<file path="src/design/dsb_pkg.sv">
// ----------------------------------------------------------------------------
// dsb_pkg
// Shared constants, codes and control types for the delay-and-sum beamformer.
// ----------------------------------------------------------------------------
`default_nettype none

package dsb_pkg;

    localparam int ELEMENTS_DEF = 128;
    localparam int SAMPLES_DEF  = 4096;

    localparam int CMD_W     = 2;
    localparam int EL_IDX_W  = 7;
    localparam int SMP_IDX_W = 12;
    localparam int SMP_W     = 16;
    localparam int POS_W     = 20;
    localparam int DEPTH_W   = 20;
    localparam int MAG_W     = 23;

    localparam int CFG_ADDR_W = 2;
    localparam int CFG_DATA_W = 24;
    localparam int ECNT_W     = 8;
    localparam int SCNT_W     = 13;
    localparam int SPU_W      = 24;

    localparam int RAD_W   = 58;
    localparam int ROOT_W  = RAD_W / 2;
    localparam int PATH_W  = 30;
    localparam int PROD_W  = PATH_W + SPU_W;
    localparam int IDX_W   = PROD_W - 32;

    localparam logic [MAG_W-1:0] MAG_MAX = '1;

    localparam logic [CMD_W-1:0] CMD_LOAD_POS = 2'd0;
    localparam logic [CMD_W-1:0] CMD_LOAD_RF  = 2'd1;
    localparam logic [CMD_W-1:0] CMD_PIXEL    = 2'd2;

    localparam logic [CFG_ADDR_W-1:0] CFG_ELEMENT_COUNT  = 2'd0;
    localparam logic [CFG_ADDR_W-1:0] CFG_SAMPLE_COUNT   = 2'd1;
    localparam logic [CFG_ADDR_W-1:0] CFG_SAMPLES_PER_UM = 2'd2;

    localparam logic [ECNT_W-1:0] ECNT_RST = 8'd128;
    localparam logic [SCNT_W-1:0] SCNT_RST = 13'd4096;
    localparam logic [SPU_W-1:0]  SPU_RST  = 24'd435760;

    typedef struct packed {
        logic ld_pos;
        logic ld_rf;
        logic pix_load;
        logic k_clr;
        logic k_inc;
        logic acc_clr;
        logic acc_en;
        logic pos_rd;
        logic dx_en;
        logic sq_en;
        logic sel_mag;
        logic sqrt_start;
        logic path_en;
        logic mul_en;
        logic fetch_en;
        logic out_en;
    } dp_cmd_t;

    typedef struct packed {
        logic sqrt_done;
        logic last_elem;
        logic no_elem;
    } dp_stat_t;

endpackage

`default_nettype wire

</file>
<file path="src/design/dsb_ctrl.sv">
// ----------------------------------------------------------------------------
// dsb_ctrl
// Sequencer: issues loads, walks the elements of a pixel, then forms the magnitude.
// ----------------------------------------------------------------------------
`default_nettype none

module dsb_ctrl (
    input  wire logic                       clk,
    input  wire logic                       rst_n,
    input  wire logic                       start,
    input  wire logic [dsb_pkg::CMD_W-1:0]  cmd,
    input  wire dsb_pkg::dp_stat_t          stat,
    output dsb_pkg::dp_cmd_t                ctl,
    output logic                            busy,
    output logic                            done
);
    import dsb_pkg::*;

    typedef enum logic [13:0] {
        S_IDLE  = 14'b00000000000001,
        S_POS   = 14'b00000000000010,
        S_DX    = 14'b00000000000100,
        S_SQ    = 14'b00000000001000,
        S_SUM   = 14'b00000000010000,
        S_ROOT  = 14'b00000000100000,
        S_PATH  = 14'b00000001000000,
        S_MUL   = 14'b00000010000000,
        S_FETCH = 14'b00000100000000,
        S_ACC   = 14'b00001000000000,
        S_MSQ   = 14'b00010000000000,
        S_MSUM  = 14'b00100000000000,
        S_MROOT = 14'b01000000000000,
        S_OUT   = 14'b10000000000000
    } state_t;

    state_t state_reg;
    state_t state_next;

    always_ff @(posedge clk or negedge rst_n)
    begin
        if (!rst_n)
        begin
            state_reg <= S_IDLE;
        end
        else
        begin
            state_reg <= state_next;
        end
    end

    always_comb
    begin
        state_next = state_reg;
        ctl        = '0;
        unique case (state_reg)
            S_IDLE:
            begin
                if (start)
                begin
                    ctl.ld_pos = cmd == CMD_LOAD_POS;
                    ctl.ld_rf  = cmd == CMD_LOAD_RF;
                    if (cmd == CMD_PIXEL)
                    begin
                        ctl.pix_load = 1'b1;
                        ctl.k_clr    = 1'b1;
                        ctl.acc_clr  = 1'b1;
                        state_next   = stat.no_elem ? S_MSQ : S_POS;
                    end
                end
            end
            S_POS:
            begin
                ctl.pos_rd = 1'b1;
                state_next = S_DX;
            end
            S_DX:
            begin
                ctl.dx_en  = 1'b1;
                state_next = S_SQ;
            end
            S_SQ:
            begin
                ctl.sq_en  = 1'b1;
                state_next = S_SUM;
            end
            S_SUM:
            begin
                ctl.sqrt_start = 1'b1;
                state_next     = S_ROOT;
            end
            S_ROOT:
            begin
                if (stat.sqrt_done)
                begin
                    state_next = S_PATH;
                end
            end
            S_PATH:
            begin
                ctl.path_en = 1'b1;
                state_next  = S_MUL;
            end
            S_MUL:
            begin
                ctl.mul_en = 1'b1;
                state_next = S_FETCH;
            end
            S_FETCH:
            begin
                ctl.fetch_en = 1'b1;
                state_next   = S_ACC;
            end
            S_ACC:
            begin
                ctl.acc_en = 1'b1;
                ctl.k_inc  = 1'b1;
                state_next = stat.last_elem ? S_MSQ : S_POS;
            end
            S_MSQ:
            begin
                ctl.sel_mag = 1'b1;
                ctl.sq_en   = 1'b1;
                state_next  = S_MSUM;
            end
            S_MSUM:
            begin
                ctl.sel_mag    = 1'b1;
                ctl.sqrt_start = 1'b1;
                state_next     = S_MROOT;
            end
            S_MROOT:
            begin
                if (stat.sqrt_done)
                begin
                    ctl.out_en = 1'b1;
                    state_next = S_OUT;
                end
            end
            S_OUT:
            begin
                state_next = S_IDLE;
            end
            default:
            begin
                state_next = S_IDLE;
            end
        endcase
    end

    assign busy = state_reg != S_IDLE;
    assign done = state_reg == S_OUT;

endmodule

`default_nettype wire

</file>
<file path="config.mk">
export PLATFORM = sky130hd
export DESIGN_NAME = dsb_ctrl
export DESIGN_NICKNAME = d
export VERILOG_FILES = /design/src/design/dsb_pkg.sv /design/src/design/dsb_ctrl.sv
export SDC_FILE = /design/constraint.sdc
export NUM_CORES = 1
export LEC_CHECK = 0
export CAP_MARGIN = 15
export CORE_MARGIN = 2
export CORE_UTILIZATION = 65
export DETAILED_ROUTE_END_ITERATION = 8
export DONT_BUFFER_PORTS = 1
export PLACE_DENSITY = 0.78
export SYNTH_ARGS = -nofsm -noshare
export SYNTH_HDL_FRONTEND = slang
export SYNTH_SLANG_ARGS = --single-unit
</file>
<file path="constraint.sdc">
create_clock -name clk -period 4.4 [get_ports clk]
set_input_delay 0.66 -clock clk [delete_from_list [all_inputs] [get_ports clk]]
set_output_delay 0.66 -clock clk [all_outputs]
set_load 0.01 [all_outputs]
</file>
==> results.cfg <==
[routing]
wire_per_inst_um = 16.8
via_count = 824
firstDrtPassIters = 4
avgViaCountPerCell = 6.87
drc = 0
drtAntennaViolNets = 0
routed_wl_um = 2020
first_iter_violations = 43

[timing]
post-route-period-util = 0.675
tightest_slew_ns = 0.820
drv_slew = 0
fmax_mhz = 337
fin_skew_ns = 0.00751
relSlewSlack = 0.439
fin_tns_setup_ns = 0
rsz0062_at_grt = false
finalSetupViolCount = 0
fin_crit_ns = 2.97
hold_viol = 0

[min_path]
hold_class = primary input to asynchronous set/reset pin

[placement]
dp_hpwl_um = 1540
gp_congestion = 0.820
io_buffers = 0

[cts]
h-tree-depth = 1
cts_tree = done
cts_hold_buf = 0
postCtsSetupBuffers = 0
cts.repair.resized = 0
clock_path_buffers = 2
clk_pin_slew_worst_paths_ns = 0.09
clockRootBuffer = clkbuf_4
cts.sinks = 14
clock_latency_ns = 0.29
cts_buffers = 3

[yosys]
synth.avg_cell_area_um2 = 9.36
ys_top_cells_by_area = dfrtp_1 (33%), nor4b_1 (5.3%), nor4_4 (4.3%)
synth_edf_count = 0
syn-cell-area_um2 = 992
yosysUniqueCellTypes = 38
ys_warn_count = 0
ys_seq_elements = 14
yosysSeqAreaShare = 0.354
yosysTopAreaCellShare = 0.328
async_reset_ff_frac = 1.00
synthCells = 106
synth_ff_type = dfrtp_1
syn-num-nets = 114
synth_top_area_cell = dfrtp_1

[power_and_ir_drop]
p_leak_uw = 0.000407
vdd_drop_max_uv = 321
power_uw = 460
powerDensity_nw_per_um2 = 460

[worst_setup_path]
cp-endpoint = ctl[10]
r2r_cells = 4
crit_arrival_ns = 2.31
cp.required_ns = 3.74
crit_fanout = 9
critPathCaptureType = output pin
startpoint_type = register
path_class = register to output pin
r2r_slack_ns = 2.41
cp-startpoint = state_reg[5]
r2r-start = state_reg[5]
r2r-end = state_reg[0]

[finish]
layout-drive-gt1-share = 0.154
mostFrequentLayoutCells = dfrtp_1 (13), nor2_1 (9), nand3_1 (8), inv_1 (7)
fin_nets = 113
diodes = 0
largest_reg_flops = 14
final_common_cell = dfrtp_1
fill_cells = 125
area_delta_synth_final_pct = 0.757

[grt]
grt_overflow = 0
grt_pass1_wl_um = 3460
antenna_found_initial = 0
grt_use_total = 0.252
grt_max_degree = 15
grt_pass1_vias = 746

[die]
die_x_um = 43.1
die_h_um = 43.1
io_pins = 26
start_util = 0.674
design.die.area_um2 = 1860
core_um2 = 1470
num_rows = 14

[run]
max_cap_viol_count = 0

[status]
status = finished clean
-- where the power goes --
group / internal (µW) / switching, µW
combinational: 73.5 / 133
sequential: 147 / 28.5
clock: 35.3 / 43.4
total: 255 / 205
-- cell usage after synthesis (all sizes together), types with 2 or more instances --
master and n:
dfrtp 13, nand3 9, nor2 9, nor4b 8, buf 7, inv 7
nor4 7, nor3 6, nand2 5, nand4 5, o21ai 4, nand2b 3
nor2b 3, a21oi 2, a32oi 2, and2 2, and4 2, o41ai 2
-- logic make-up (layout without fill, tap and decap cells) --
logic type / Yosys count / count (layout) / synth area share
buffers and inverters: 14 / 12 / 0.0731
and+or+nand+nor: 62 / 62 / 0.431
AOI/OAI and AO/OA: 15 / 15 / 0.132
DFF: 14 / 14 / 0.354
xor gates and xnor gates: 1 / 1 / 0.00883
-- per-layer routing --
metal | global-route usage | up-vias | share of wire
li1 | - | 393 | -
met1 | 0.343 | 394 | 0.45
met2 | 0.382 | 32 | 0.48
met3 | 0.0426 | 5 | 0.055
met4 | 0.133 | 0 | 0.018
met5 | 0 | - | 0
-- metrics by stage --
step                utilization  cell area, µm²  setup WS [ns]  hold WS (ns)  std cells
global route              0.679            1000           1.27        0.0470        120
finish                    0.679            1000           1.43        0.0519        120
global placement          0.662             973           1.83         0.365        116
floorplan                     -             992           1.97         0.364        106
CTS                       0.679            1000           1.43        0.0517        120
detailed placement        0.662             973           1.76         0.365        116
-- cell type report --
| class | count | area, µm² | area share |
|---|---|---|---|
| Clock buffer | 4 | 26.3 | 0.0263 |
| Multi-Input combinational cell | 78 | 568 | 0.568 |
| Tap cell | 16 | 20.0 | 0.0200 |
| Sequential cell | 14 | 352 | 0.352 |
| Inverter | 7 | 26.3 | 0.0263 |
| Timing Repair Buffer | 1 | 7.51 | 0.00751 |
-- critical path, cell delays in order, from the launching register on --
cell	delay [ns]
dfrtp_1	0.47
nor4_4	0.54
and4_1	0.43
nand2_4	0.12
nor2_1	0.46
-- how the worst min path moves through the flow --
stage	start	to	slack, ns	depth (start not counted)
floorplan	rst_n	state_reg[10]	0.36	0
global placement	rst_n	state_reg[2]	0.36	0
detailed placement	rst_n	state_reg[9]	0.36	0
CTS	rst_n	state_reg[3]	0.05	0
global route	rst_n	state_reg[3]	0.05	0
finish	rst_n	state_reg[3]	0.05	0
(Power assumes the default switching activity.)
